File: src/sv/cts_pkg.sv
// shared types and constants of the cooperative task scheduler
package cts_pkg;

  localparam int HANDLE_W    = 8;
  localparam int DELAY_W     = 16;
  localparam int COUNTDOWN_W = 17;
  localparam int SLOT_W      = 3;
  localparam int MAX_RESULTS = 8;
  localparam int REP_CNT_W   = 4;

  // operation codes of an input item
  typedef enum logic [1:0] {
    OP_ADD    = 2'd0,
    OP_REMOVE = 2'd1,
    OP_TICK   = 2'd2
  } op_e;

  // status codes of a result item
  typedef enum logic [1:0] {
    RSP_OK    = 2'd0,
    RSP_FULL  = 2'd1,
    RSP_EMPTY = 2'd2
  } rsp_status_e;

  // controller states
  typedef enum logic [2:0] {
    ST_IDLE,
    ST_ADD,
    ST_REMOVE,
    ST_READ,
    ST_EVAL,
    ST_FINISH
  } ctrl_state_e;

  typedef struct packed {
    logic [1:0]          operation;
    logic [HANDLE_W-1:0] task_handle;
    logic [DELAY_W-1:0]  start_delay;
    logic [DELAY_W-1:0]  repeat_period;
    logic [SLOT_W-1:0]   target_slot;
  } cmd_t;

  typedef struct packed {
    logic [1:0]          status;
    logic [SLOT_W-1:0]   slot_index;
    logic [HANDLE_W-1:0] due_handle;
    logic                due_valid;
    logic                was_removed;
    logic                last;
  } rsp_t;

  // one entry of the slot memory
  typedef struct packed {
    logic [HANDLE_W-1:0]    handle;
    logic [COUNTDOWN_W-1:0] countdown;
    logic [DELAY_W-1:0]     period;
  } slot_entry_t;

  // commands from controller to datapath
  typedef struct packed {
    logic capture;
    logic ptr_inc;
    logic rd_en;
    logic add_commit;
    logic rem_commit;
    logic eval_commit;
    logic fin_commit;
  } dp_ctrl_t;

  // status from datapath to controller
  typedef struct packed {
    logic ptr_end;
    logic ptr_slot_valid;
    logic eval_blocked;
    logic out_free;
  } dp_status_t;

endpackage

File: src/sv/cts_if.sv
// command and response channel interfaces of the scheduler
interface cts_cmd_if import cts_pkg::*; ();
  logic valid;
  logic ready;
  cmd_t data;

  modport source (output valid, output data, input ready);
  modport sink (input valid, input data, output ready);
endinterface

interface cts_rsp_if import cts_pkg::*; ();
  logic valid;
  logic ready;
  rsp_t data;

  modport source (output valid, output data, input ready);
  modport sink (input valid, input data, output ready);
endinterface

File: src/sv/cts_ctrl.sv
// controller state machine of the scheduler
module cts_ctrl import cts_pkg::*; (
  input  logic       clk_i,
  input  logic       rst_ni,
  input  logic       cmd_valid_i,
  input  logic [1:0] op_i,
  output logic       cmd_ready_o,
  input  dp_status_t stat_i,
  output dp_ctrl_t   ctrl_o
);

  ctrl_state_e state_q, state_d;

  // state register
  always_ff @(posedge clk_i or negedge rst_ni) begin
    if (!rst_ni) begin
      state_q <= ST_IDLE;
    end else begin
      state_q <= state_d;
    end
  end

  // next state
  always_comb begin
    state_d = state_q;
    unique case (state_q)
      ST_IDLE: begin
        if (cmd_valid_i) begin
          unique case (op_i)
            OP_ADD:    state_d = ST_ADD;
            OP_REMOVE: state_d = ST_REMOVE;
            OP_TICK:   state_d = ST_READ;
            default:   state_d = ST_IDLE;
          endcase
        end
      end
      ST_ADD, ST_REMOVE: begin
        if (stat_i.out_free) state_d = ST_IDLE;
      end
      ST_READ: begin
        if (stat_i.ptr_end) begin
          state_d = ST_FINISH;
        end else if (stat_i.ptr_slot_valid) begin
          state_d = ST_EVAL;
        end
      end
      ST_EVAL: begin
        if (!stat_i.eval_blocked) state_d = ST_READ;
      end
      ST_FINISH: begin
        if (stat_i.out_free) state_d = ST_IDLE;
      end
      default: state_d = ST_IDLE;
    endcase
  end

  // outputs
  always_comb begin
    cmd_ready_o = 1'b0;
    ctrl_o      = '0;
    unique case (state_q)
      ST_IDLE: begin
        cmd_ready_o    = 1'b1;
        ctrl_o.capture = cmd_valid_i;
      end
      ST_ADD:    ctrl_o.add_commit = stat_i.out_free;
      ST_REMOVE: ctrl_o.rem_commit = stat_i.out_free;
      ST_READ: begin
        if (!stat_i.ptr_end) begin
          ctrl_o.rd_en   = stat_i.ptr_slot_valid;
          ctrl_o.ptr_inc = !stat_i.ptr_slot_valid;
        end
      end
      ST_EVAL:   ctrl_o.eval_commit = !stat_i.eval_blocked;
      ST_FINISH: ctrl_o.fin_commit  = stat_i.out_free;
      default: begin
        cmd_ready_o = 1'b0;
      end
    endcase
  end

  // a slot is evaluated only right after its read
  a_eval_after_read: assert property (@(posedge clk_i) disable iff (!rst_ni)
    (state_q == ST_EVAL) |-> ($past(state_q) == ST_READ || $past(state_q) == ST_EVAL))
    else $error("evaluation entered without a slot read");

endmodule

File: src/sv/cts_dpath.sv
// datapath of the scheduler: slot table, scan pointer, result registers
module cts_dpath import cts_pkg::*; #(
  parameter int SLOT_COUNT = 8
) (
  input  logic       clk_i,
  input  logic       rst_ni,
  input  cmd_t       cmd_data_i,
  input  logic       rsp_ready_i,
  output logic       rsp_valid_o,
  output rsp_t       rsp_data_o,
  input  dp_ctrl_t   ctrl_i,
  output dp_status_t stat_o
);

  localparam int IDXW = (SLOT_COUNT > 1) ? $clog2(SLOT_COUNT) : 1;
  localparam int PTRW = $clog2(SLOT_COUNT + 1);

  cmd_t                   cmd_q;
  logic [PTRW-1:0]        ptr_q;
  logic [IDXW-1:0]        ptr_idx;
  logic [SLOT_COUNT-1:0]  slot_valid_q, slot_valid_d;
  slot_entry_t            mem_q [SLOT_COUNT];
  slot_entry_t            rd_q;
  logic                   mem_we;
  logic [IDXW-1:0]        mem_waddr;
  slot_entry_t            mem_wdata;
  logic [SLOT_COUNT-1:0]  free_oh;
  logic                   table_full;
  logic [IDXW-1:0]        add_idx;
  logic [IDXW+2:0]        add_ext, ptr_ext, tgt_ext;
  logic [IDXW-1:0]        tgt_idx;
  logic                   rem_hit;
  logic [COUNTDOWN_W-1:0] cnt_dec;
  logic                   due, one_shot, report;
  rsp_t                   due_rsp;
  logic                   pend_valid_q, pend_valid_d;
  rsp_t                   pend_q, pend_d;
  logic [REP_CNT_W-1:0]   rep_cnt_q, rep_cnt_d;
  logic                   push;
  rsp_t                   push_data;
  logic                   rsp_valid_q, rsp_valid_d;
  rsp_t                   rsp_q;
  logic                   out_free;

  // captured input item
  always_ff @(posedge clk_i) begin
    if (ctrl_i.capture) cmd_q <= cmd_data_i;
  end

  // scan pointer
  always_ff @(posedge clk_i or negedge rst_ni) begin
    if (!rst_ni) begin
      ptr_q <= '0;
    end else if (ctrl_i.capture) begin
      ptr_q <= '0;
    end else if (ctrl_i.ptr_inc || ctrl_i.eval_commit) begin
      ptr_q <= ptr_q + PTRW'(1);
    end
  end

  assign ptr_idx = ptr_q[IDXW-1:0];
  assign ptr_ext = {3'b000, ptr_idx};

  // lowest free slot
  assign free_oh    = ~slot_valid_q & (slot_valid_q + SLOT_COUNT'(1));
  assign table_full = &slot_valid_q;

  always_comb begin
    add_idx = '0;
    for (int i = 0; i < SLOT_COUNT; i++) begin
      if (free_oh[i]) add_idx = add_idx | IDXW'(i);
    end
  end

  assign add_ext = {3'b000, add_idx};

  // remove target
  assign tgt_ext = {{IDXW{1'b0}}, cmd_q.target_slot};
  assign tgt_idx = tgt_ext[IDXW-1:0];
  assign rem_hit = (int'(cmd_q.target_slot) < SLOT_COUNT) && slot_valid_q[tgt_idx];

  // countdown evaluation of the slot just read
  assign cnt_dec  = rd_q.countdown - COUNTDOWN_W'(1);
  assign due      = (cnt_dec == '0);
  assign one_shot = (rd_q.period == '0);
  assign report   = due && (rep_cnt_q < REP_CNT_W'(MAX_RESULTS));

  always_comb begin
    due_rsp             = '0;
    due_rsp.status      = RSP_OK;
    due_rsp.slot_index  = ptr_ext[2:0];
    due_rsp.due_handle  = rd_q.handle;
    due_rsp.due_valid   = 1'b1;
    due_rsp.was_removed = one_shot;
  end

  // valid bits
  always_comb begin
    slot_valid_d = slot_valid_q;
    if (ctrl_i.add_commit && !table_full) slot_valid_d[add_idx] = 1'b1;
    if (ctrl_i.rem_commit && rem_hit) slot_valid_d[tgt_idx] = 1'b0;
    if (ctrl_i.eval_commit && due && one_shot) slot_valid_d[ptr_idx] = 1'b0;
  end

  always_ff @(posedge clk_i or negedge rst_ni) begin
    if (!rst_ni) begin
      slot_valid_q <= '0;
    end else begin
      slot_valid_q <= slot_valid_d;
    end
  end

  // slot memory write port
  always_comb begin
    mem_we    = 1'b0;
    mem_waddr = ptr_idx;
    mem_wdata = rd_q;
    if (ctrl_i.add_commit && !table_full) begin
      mem_we              = 1'b1;
      mem_waddr           = add_idx;
      mem_wdata.handle    = cmd_q.task_handle;
      mem_wdata.countdown = {1'b0, cmd_q.start_delay} + COUNTDOWN_W'(1);
      mem_wdata.period    = cmd_q.repeat_period;
    end else if (ctrl_i.eval_commit && !(due && one_shot)) begin
      mem_we              = 1'b1;
      mem_wdata.countdown = due ? {1'b0, rd_q.period} : cnt_dec;
    end
  end

  // slot memory, registered read
  always_ff @(posedge clk_i) begin
    if (mem_we) mem_q[mem_waddr] <= mem_wdata;
    if (ctrl_i.rd_en) rd_q <= mem_q[ptr_idx];
  end

  // result push into the output register
  always_comb begin
    push      = 1'b0;
    push_data = '0;
    if (ctrl_i.add_commit) begin
      push                 = 1'b1;
      push_data.status     = table_full ? RSP_FULL : RSP_OK;
      push_data.slot_index = table_full ? '0 : add_ext[2:0];
      push_data.last       = 1'b1;
    end else if (ctrl_i.rem_commit) begin
      push                 = 1'b1;
      push_data.status     = rem_hit ? RSP_OK : RSP_EMPTY;
      push_data.slot_index = cmd_q.target_slot;
      push_data.last       = 1'b1;
    end else if (ctrl_i.eval_commit && report && pend_valid_q) begin
      push      = 1'b1;
      push_data = pend_q;
    end else if (ctrl_i.fin_commit) begin
      push           = 1'b1;
      push_data      = pend_valid_q ? pend_q : '0;
      push_data.last = 1'b1;
    end
  end

  // held due result, released once the next one or the end of scan is known
  always_comb begin
    pend_valid_d = pend_valid_q;
    pend_d       = pend_q;
    rep_cnt_d    = rep_cnt_q;
    if (ctrl_i.capture) begin
      pend_valid_d = 1'b0;
      rep_cnt_d    = '0;
    end else if (ctrl_i.eval_commit && report) begin
      pend_valid_d = 1'b1;
      pend_d       = due_rsp;
      rep_cnt_d    = rep_cnt_q + REP_CNT_W'(1);
    end else if (ctrl_i.fin_commit) begin
      pend_valid_d = 1'b0;
    end
  end

  always_ff @(posedge clk_i or negedge rst_ni) begin
    if (!rst_ni) begin
      pend_valid_q <= 1'b0;
      rep_cnt_q    <= '0;
    end else begin
      pend_valid_q <= pend_valid_d;
      rep_cnt_q    <= rep_cnt_d;
    end
  end

  always_ff @(posedge clk_i) begin
    pend_q <= pend_d;
  end

  // output register
  assign out_free = !rsp_valid_q || rsp_ready_i;

  always_comb begin
    rsp_valid_d = rsp_valid_q;
    if (push) begin
      rsp_valid_d = 1'b1;
    end else if (rsp_ready_i) begin
      rsp_valid_d = 1'b0;
    end
  end

  always_ff @(posedge clk_i or negedge rst_ni) begin
    if (!rst_ni) begin
      rsp_valid_q <= 1'b0;
    end else begin
      rsp_valid_q <= rsp_valid_d;
    end
  end

  always_ff @(posedge clk_i) begin
    if (push) rsp_q <= push_data;
  end

  assign rsp_valid_o = rsp_valid_q;
  assign rsp_data_o  = rsp_q;

  // status to the controller
  assign stat_o.ptr_end        = (ptr_q == PTRW'(SLOT_COUNT));
  assign stat_o.ptr_slot_valid = !stat_o.ptr_end && slot_valid_q[ptr_idx];
  assign stat_o.eval_blocked   = report && pend_valid_q && !out_free;
  assign stat_o.out_free       = out_free;

  // a pending result is never overwritten before its transfer
  a_push_free: assert property (@(posedge clk_i) disable iff (!rst_ni)
    push |-> out_free)
    else $error("output register overwritten before transfer");

  // reported results per tick stay within the limit
  a_rep_limit: assert property (@(posedge clk_i) disable iff (!rst_ni)
    rep_cnt_q <= REP_CNT_W'(MAX_RESULTS))
    else $error("too many due results in one tick");

  // only occupied slots are read from memory
  a_read_valid: assert property (@(posedge clk_i) disable iff (!rst_ni)
    ctrl_i.rd_en |-> (!stat_o.ptr_end && slot_valid_q[ptr_idx]))
    else $error("memory read of a free slot");

endmodule

File: src/sv/cooperative_task_scheduler_core.sv
// cooperative task scheduler: top level joining controller and datapath
//
// Usage: items arrive on cmd_i (valid/ready); a transfer takes place when
// both are high. Operation add places a task into the lowest free slot,
// remove frees one slot, tick ages every occupied slot and reports the due
// tasks in slot order. Results leave on rsp_o (valid/ready); each item gives
// one result, a tick one result per due task (at most eight) or one empty
// result, and the final result of an item carries last.
// Sequencing: one item is worked on at a time. Add and remove load their result
// into the output register from their own state and then return to idle. A
// tick walks the slot table in slot order, skipping free slots; each occupied
// slot is first read from memory and then evaluated and written back. After
// the last slot the final result is loaded, and the next item can be taken
// even while that result still waits in the output register.
// Reset empties the table and drops any result not yet transferred.
// A stalled receiver holds the result in the output register; a tick keeps one
// due result back and pauses at the following due task, and add, remove and
// the end of a tick wait, until that register is free again.
module cooperative_task_scheduler_core import cts_pkg::*; #(
  parameter int SLOT_COUNT = 8
) (
  input  logic        clk_i,
  input  logic        rst_ni,
  cts_cmd_if.sink     cmd_i,
  cts_rsp_if.source   rsp_o
);

  dp_ctrl_t   ctrl;
  dp_status_t stat;

  // sequencing of each item
  cts_ctrl u_ctrl (
    .clk_i       (clk_i),
    .rst_ni      (rst_ni),
    .cmd_valid_i (cmd_i.valid),
    .op_i        (cmd_i.data.operation),
    .cmd_ready_o (cmd_i.ready),
    .stat_i      (stat),
    .ctrl_o      (ctrl)
  );

  // slot table and result path
  cts_dpath #(
    .SLOT_COUNT (SLOT_COUNT)
  ) u_dpath (
    .clk_i       (clk_i),
    .rst_ni      (rst_ni),
    .cmd_data_i  (cmd_i.data),
    .rsp_ready_i (rsp_o.ready),
    .rsp_valid_o (rsp_o.valid),
    .rsp_data_o  (rsp_o.data),
    .ctrl_i      (ctrl),
    .stat_o      (stat)
  );

endmodule
File: src/flat_wrapper.sv
// flat-port wrapper written by rule: the top's interface ports become plain ports
module cooperative_task_scheduler_core_flat import cts_pkg::*;
#(
  parameter int SLOT_COUNT = 8
)
  (clk_i, rst_ni, cmd_i_valid, cmd_i_data, cmd_i_ready, rsp_o_valid, rsp_o_data, rsp_o_ready);
  cts_cmd_if cmd_i_i ();
  cts_rsp_if rsp_o_i ();
  input  logic clk_i;
  input  logic rst_ni;
  input wire logic [$bits(cmd_i_i.valid)-1:0] cmd_i_valid;
  input wire logic [$bits(cmd_i_i.data)-1:0] cmd_i_data;
  output wire logic [$bits(cmd_i_i.ready)-1:0] cmd_i_ready;
  output wire logic [$bits(rsp_o_i.valid)-1:0] rsp_o_valid;
  output wire logic [$bits(rsp_o_i.data)-1:0] rsp_o_data;
  input wire logic [$bits(rsp_o_i.ready)-1:0] rsp_o_ready;
  assign cmd_i_i.valid = cmd_i_valid;
  assign cmd_i_i.data = cmd_i_data;
  assign cmd_i_ready = cmd_i_i.ready;
  assign rsp_o_valid = rsp_o_i.valid;
  assign rsp_o_data = rsp_o_i.data;
  assign rsp_o_i.ready = rsp_o_ready;
  cooperative_task_scheduler_core #(.SLOT_COUNT(SLOT_COUNT)) u_core (.clk_i(clk_i), .rst_ni(rst_ni), .cmd_i(cmd_i_i), .rsp_o(rsp_o_i));
endmodule
File: config.mk
export PLATFORM = sky130hd
export DESIGN_NAME = cooperative_task_scheduler_core_flat
export DESIGN_NICKNAME = d
export VERILOG_FILES = /design/src/sv/cts_pkg.sv /design/src/sv/cts_if.sv /design/src/sv/cts_ctrl.sv /design/src/sv/cts_dpath.sv /design/src/sv/cooperative_task_scheduler_core.sv /design/src/flat_wrapper.sv
export SDC_FILE = /design/constraint.sdc
export NUM_CORES = 1
export LEC_CHECK = 0
export ABC_AREA = 1
export BUFFER_PORTS_ARGS = -buffer_cell sky130_fd_sc_hd__buf_2
export CAP_MARGIN = 5
export CELL_PAD_IN_SITES_DETAIL_PLACEMENT = 0
export CELL_PAD_IN_SITES_GLOBAL_PLACEMENT = 2
export CORE_ASPECT_RATIO = 0.75
export CORE_MARGIN = 1
export CORE_UTILIZATION = 47
export CTS_BUF_LIST = sky130_fd_sc_hd__clkbuf_8 sky130_fd_sc_hd__clkbuf_16
export DETAILED_ROUTE_END_ITERATION = 12
export PLACE_DENSITY_LB_ADDON = 0.1
export RECOVER_POWER = 50
export SLEW_MARGIN = 25
export SYNTH_ARGS = -nofsm -noshare
export SYNTH_HDL_FRONTEND = slang
export SYNTH_SLANG_ARGS = --single-unit
File: constraint.sdc
create_clock -name clk_i -period 17.35 [get_ports clk_i]
set_input_delay 0.8675 -clock clk_i [delete_from_list [all_inputs] [get_ports clk_i]]
set_output_delay 0.8675 -clock clk_i [all_outputs]
set_load 0.005 [all_outputs]
## Yosys cells after proc, flatten, opt, wreduce, memory -nomap -nowiden

Memory sizes are Yosys's and may differ from the RTL's. A register that Yosys moved wholly into a read port is not among the register bits.
Index checks and enable logic that the tools add are counted.

- $add $sub $neg: 5
- $lt $le $gt $ge: 7
- Equality and inequality tests: 12
- Muxes and demuxes: 66
- Bitwise logic cells: 8
- Reductions and logical operators: 37

Operator list:

| operator | count |
|---|---|
| 17-bit 2-to-1 mux | 3 |
| 3-bit 2-to-1 mux | 11 |
| 16-bit 2-to-1 mux | 2 |
| 8-bit 2-to-1 mux | 4 |
| 14-bit 2-to-1 mux | 2 |
| 1-bit 2-to-1 mux | 26 |
| 8-bit bitwise AND | 3 |
| 8-bit inverter | 3 |
| 16-bit by 1-bit adder with 17-bit output (second input constant) | 1 |
| 17-bit logical NOT | 1 |
| 17-bit by 1-bit subtractor with 17-bit output (second input constant) | 1 |
| 16-bit logical NOT | 1 |
| 4-bit 2-to-1 mux | 4 |
| 1-bit logical AND | 15 |
| 3-bit by 4-bit less-than comparator with 1-bit output (second input constant) | 3 |
| 3-bit case mux with 4 select lines | 1 |
| 2-bit 2-to-1 mux | 5 |
| 5-bit 2-to-1 mux | 2 |
| 1-bit demux with 3-bit select | 3 |
| 3-bit by 1-bit >= comparator with 1-bit output (second input constant) | 3 |
| 4-bit by 1-bit adder with 4-bit output (second input constant) | 2 |
| 8-bit by 1-bit adder with 8-bit output (second input constant) | 1 |
| 8-bit bitwise OR | 1 |
| 8-bit AND reduction | 1 |
| other kinds (23) | 36 |

- Bits in registers: 92
- Memory bits (writable): 328
- Input port bits: 49
- Output and inout bits: 18
- Logic and storage cells: 155
- Memories: 1

Memory list:

| name | words | width | rd ports | clocked after memory_dff | write ports | line | source |
|---|---|---|---|---|---|---|---|
| u_core.u_dpath.mem_q | 8 | 41 | 1 | 1 | 1 | cts_dpath.sv:22 | `slot_entry_t mem_q [SLOT_COUNT];` |

## Logic depth before layout (Yosys ltp)

- Depth after elaboration: 19
- Depth in mapped cells: 17
- Mapped depth without buffers: 17

## By module

A second synthesis with hierarchy kept.

- Cell total of the unflattened synthesis: 1441
- Area total of the unflattened synthesis: 18756.7 sq um

Modules (own cells, without submodules):

| module | instances | cells each | area each (sq um) | sequential area each (sq um) |
|---|---|---|---|---|
| cts_dpath | 1 | 1388 | 18415.2 | 13663.1 |
| cts_ctrl | 1 | 53 | 341.6 | 75.1 |

## Worst setup path after synthesis

No wires, ideal clock.

- Path kind: register to register
- Start: register u_core.u_dpath.ptr_q[2]
- End: register u_core.u_dpath.due_rsp[10] (netlist name)
- Setup time: 541 ps
- Data arrival time: 5127 ps
- Data required time: 16809 ps
- Slack: 11681 ps
- Stages on the path, launching flop included: 7
- Buffers on the path: 1
- Period minus slack after synthesis: 5669 ps
- Cells stage by stage: dfrtp_1 -> clkbuf_1 -> nor3_1 -> a21oi_1 -> nand3_1 -> inv_1 -> nor4_1

RTL lines:

| element | line | source |
|---|---|---|
| start, declared | cts_dpath.sv:19 | `logic [PTRW-1:0] ptr_q;` |
| start signal, assigned | cts_dpath.sv:57 | `ptr_q <= ptr_q + PTRW'(1);` |

## Worst setup path after layout

- Start: register u_core.u_dpath.rd_q[16] (netlist name)
- End: memory u_core.u_dpath.mem_q[3][6] (netlist bit) (enable)

- Cells in the longest elaborated chain, start to end: 12
- Elaborated cells between the ends (all ways): 14
- Those cells by class: add/sub (1); mux (5); reduce/logical (8)

RTL lines:

| element | line | source |
|---|---|---|
| 17-bit by 1-bit subtractor with 17-bit output (*) | cts_dpath.sv:83 | `assign cnt_dec = rd_q.countdown - COUNTDOWN_W'(1);` |
| 17-bit logical NOT (*) | cts_dpath.sv:84 | `assign due = (cnt_dec == '0);` |
| 1-bit logical AND | cts_dpath.sv:86 | `assign report = due && (rep_cnt_q < REP_CNT_W'(MAX_RESULTS));` |
| 1-bit logical AND (2 in a row) | cts_dpath.sv:221 | `assign stat_o.eval_blocked = report && pend_valid_q && !out_free;` |
| 1-bit logical NOT | cts_ctrl.sv:74 | `ST_EVAL: ctrl_o.eval_commit = !stat_i.eval_blocked;` |
| 1-bit 2-to-1 mux | cts_ctrl.sv:61 | `unique case (state_q)` |
| 1-bit logical AND (*) | cts_dpath.sv:124 | `end else if (ctrl_i.eval_commit && !(due && one_shot)) begin` |
| 1-bit 2-to-1 mux (*) | cts_dpath.sv:124 |  |
| 1-bit 2-to-1 mux (*) | cts_dpath.sv:118 | `if (ctrl_i.add_commit && !table_full) begin` |
| 1-bit 2-to-1 mux (*) | cts_dpath.sv:132 | `if (mem_we) mem_q[mem_waddr] <= mem_wdata;` |
| 1-bit 2-to-1 mux (implied by the code) (*) | cts_dpath.sv:132 |  |
| end, declared | cts_dpath.sv:22 |  |

Every way passes the cells marked *; elsewhere a longest branch is shown, timed or not.

==> impl_results.md <==
* ANT cells at 0
* Die H at 174.4 um
* Setup TNS at 0 ps
* # hold bufs at CTS at 0
* Initial antenna violation count at 1
* Fmax at 155.2 MHz
* Register area share after synthesis at 0.7375
* CP endpoint kind: register
* Final hold violation count at 0
* Setup repair bufs after CTS at 0
* Initial drt markers at 1187
* Multi-input gate area at 0.004168 mm^2
* Area grow syn2layout at 12.36%
* Final setup margin at approximately 11000 ps
* Synth warn at 0
* Cell variety after synth at 39
* Routability congestion estimate at ~0.84
* Period utilization at 0.3713
* Relative slew slack at -0.9785
* Remaining DRCs at 0
* Fillers at about 3.3k
* Setup Skew at between 10 and 15 ps
* Sw Share at 0.2999
* Starting Density at 0.4822
* Layout cells sized above 1 at 0.09968
* Largest net degree at the start of global routing at 52
* Failing checks: max-capacitance violations, max-slew violations
* DRT Wirelength at roughly 47000 um
* Post-synthesis mux area share at 0
* Die ar. at 0.04045 mm^2
* Syn Std Cell Area at between 0.015 and 0.02 mm^2
* H-tree Lvls at 2
* Sequential power share at 0.498
* Number of global-route vias before repair at 10.99k
* Int Power at roughly 0.0022 W
* Critical path class: reg2reg
* GRT overflow at 0
* Adder-cell area share of the yosys netlist at 0.006045
* Rows at between 60 and 70
* Clock Sinks at approximately 460
* Core region area at between 0.03 and 0.04 mm^2
* Post-Synth XOR/XNOR Area at 0.006112
* Critical path fanouts, max at a little over 40
* Outcome: finished with violations
* Cell leakage power at between 7 and 8 nW
* Post-route ant nets at 0
* First-pass GRT wire length at roughly 71000 um
* Clock-pin transition on the worst setup and hold timing paths at ~70 ps
* Routed len/inst at about 23 um
* Die Wd at 231.9 um
* Slew @ Worst Pin at 2968 ps
* # IOs at between 60 and 70
* Final Setup Violations at 0
* Hold Crit Class: reg2reg
* Gate Count Post-Synth at roughly 1.4k
* Post-CTS Resized at 0
* Syn avg cell area at ~13 um^2
* Mapped Nets at ~1.5k
* # port buffers at 66
* PD cells at between 100 and 150 mW/mm^2
* 1st-pass router iterations at 7
* CTS Buf Count at 45
* CTS max path bufs at 3
* DR vias/cell at 5.613
* Nets at around 1.6k
* Seq cells post-synth at 461
* Via count at about 12k
* Slew Viols, Final at roughly 310
* Critical path data arrival time at ~6700 ps
* GRT Resource Usage Total at 0.2377
* Pre-CTS setup slack at about 13000 ps
* Yosys top cell by area: edfxtp_1
* Top cells by area, synth: edfxtp_1, nand2_1, dfrtp_1, inv_1, nand4_1
* Crit path required time at around 18000 ps
* Tmin final at between 6000 and 7000 ps
* Dpl hpwl at approximately 28000 um
* Maxcap violations at 7
* Simple-Gate Fraction of Synth Area at 0.1367
* Largest family of logic cells by synthesized area: simple AND/OR/NAND/NOR gates
* Clk Latency, worst-skew pair at 570 ps
* Root Buffer: clkbuf_16
* Clock power frac at 0.312
* NetSw at around 0.00093 W
* Synth top area share at 0.7092
* RSZ-0062 raised after global routing: no
* CTS tree: done
* Comb power frac at 0.191
* Compound-gate portion of the synthesized area at 0.07657
* Crit start category: register
* Worst IR Drop VDD at 0.08370 mV
* Register area at between 0.01 and 0.015 mm^2
-- path summary, 6_finish.rpt --
path,startpoint,endpoint,slack [ps],cells after the start
min in group asynchronous,rst_ni,u_core.u_dpath.slot_valid_q[6]$_DFF_PN0_,600,1
setup / recovery,u_core.u_dpath.rd_q[16]$_DFFE_PP_,u_core.u_dpath.mem_q[3][6]$_DFFE_PP_,10910,16
hold reg to reg,u_core.u_dpath.due_rsp[5]$_DFFE_PP_,u_core.u_dpath.pend_q[5]$_DFFE_PP_,450,0
max in group asynchronous,rst_ni,u_core.u_ctrl.state_q[1]$_DFFE_PN0P_,15920,1
hold / removal,u_core.u_dpath.due_rsp[5]$_DFFE_PP_,u_core.u_dpath.pend_q[5]$_DFFE_PP_,450,0
setup reg to reg,u_core.u_dpath.rd_q[16]$_DFFE_PP_,u_core.u_dpath.mem_q[3][6]$_DFFE_PP_,10910,16
-- cell families after synthesis --
logic type | count (synthesis)
adder cells (fa/ha/maj) | 9
buffers and inverters | 179
AND/OR/NAND/NOR | 574
AO/OA/AOI/OAI | 201
flip-flops | 461
XOR/XNOR | 13
-- critical path: stages, from the launching register on --
cell      delay (ps)
edfxtp_1         420
inv_1            190
ha_1             260
nand2_1          150
nor2_1           310
nand2_1          140
nor2_1           110
nand2_1           50
nand2_1           90
nand3_1          300
nor2_1          1150
nand3_1         1010
nand3_1          920
nand2_1          180
inv_1            340
nor3_2            70
buf_4            360
-- synth_stat cells --
master and n:
a21oi_1 24, a221oi_1 35, a22o_1 28, a22oi_1 47, a31o_2 1, buf_1 3
buf_2 1, buf_4 1, buf_6 2, clkbuf_1 46, clkinv_1 1, dfrtp_1 21
edfxtp_1 440, ha_1 9, inv_1 123, inv_2 2, nand2_1 334, nand2_2 3
nand2_4 1, nand3_1 62, nand3_2 2, nand3_4 3, nand4_1 59, nand4_2 1
nor2_1 72, nor2_2 5, nor2_4 2, nor2_8 1, nor3_1 22, nor4_1 5
o21ai_0 39, o21ai_1 4, o21bai_1 12, o21bai_4 1, o22ai_1 5, o31ai_1 5
or2_2 2, xnor2_1 2, xor2_1 11
-- layer usage --
metal  up-vias  part of all wire  global-route usage
met1      5758              0.49              0.3831
li1       5383                 -                   -
met2       406              0.42              0.3285
met5         -                 0                   0
met4         0             0.014             0.04879
met3        56             0.080             0.04970
-- cells in the final DEF (no fill, tap or decap), types with 2 or more instances in the layout --
cell | Yosys | final
nor2_1 | 72 | 72
nand3_1 | 62 | 66
clkinvlp_4 | 0 | 3
clkinv_2 | 0 | 6
clkinv_1 | 1 | 14
a221oi_1 | 35 | 35
o31ai_1 | 5 | 5
nor4_1 | 5 | 5
o21ai_0 | 39 | 40
o21bai_1 | 12 | 13
o21ai_1 | 4 | 3
o22ai_1 | 5 | 5
nor3_2 | 0 | 7
ha_1 | 9 | 9
a22oi_1 | 47 | 47
nor3_1 | 22 | 15
nor2_2 | 5 | 5
clkinv_16 | 0 | 2
a22o_1 | 28 | 28
inv_1 | 123 | 133
nand2_1 | 334 | 336
a21oi_1 | 24 | 24
xnor2_1 | 2 | 2
clkbuf_16 | 0 | 45
xor2_1 | 11 | 11
nand4_1 | 59 | 60
buf_2 | 1 | 58
buf_4 | 1 | 14
nor2_4 | 2 | 3
edfxtp_1 | 440 | 440
clkbuf_1 | 46 | 16
or2_2 | 2 | 2
dfrtp_1 | 21 | 21
bufinv_16 | 0 | 4
-- stage by stage --
step	area, um^2	total power (W)	hold WS (ps)	util	cells
floorplan	18630	0.001892	423.1	-	1437
global placement	19610	0.002137	438.0	0.5076	1984
detailed placement	19610	0.002145	435.7	0.5076	1984
CTS	21070	0.003106	290.1	0.5453	2067
global route	20930	0.003219	444.4	0.5418	2067
finish	20930	0.003087	449.6	0.5418	2067
-- registers in the layout, summed over array words and instances, names as in the netlist, 3 cells and up --
signal	count
u_core.u_dpath.rsp_data_o	16
u_core.u_dpath.tgt_idx	3
u_core.u_ctrl.state_q	3
u_core.u_dpath.rd_q	33
u_core.u_dpath.mem_q	328
u_core.u_dpath.rep_cnt_q	4
u_core.u_dpath.cmd_q	40
u_core.u_dpath.slot_valid_q	8
u_core.u_dpath.due_rsp	8
u_core.u_dpath.ptr_q	4
u_core.u_dpath.pend_q	12
-- layout make-up --
cell class                 instances  area share
timing repair buffer              88     0.02176
clock buffer                      45     0.05380
sequential                       461      0.6563
inverter                         126     0.02259
tap                              512     0.03060
clock inverter                    38     0.01584
multi-input combinational        797      0.1991
-- power groups by stage --
stage	Sequential (W)	Clock [W]	Combinational, W
2_1_floorplan	0.00154	0	0.000356
3_3_place_gp	0.00155	0	0.000584
3_5_place_dp	0.00155	0	0.000590
4_1_cts	0.00153	0.000981	0.000593
5_1_grt	0.00155	0.00102	0.000651
6_report	0.00154	0.000962	0.000588
No activity file was read; power rests on OpenSTA's default activity.
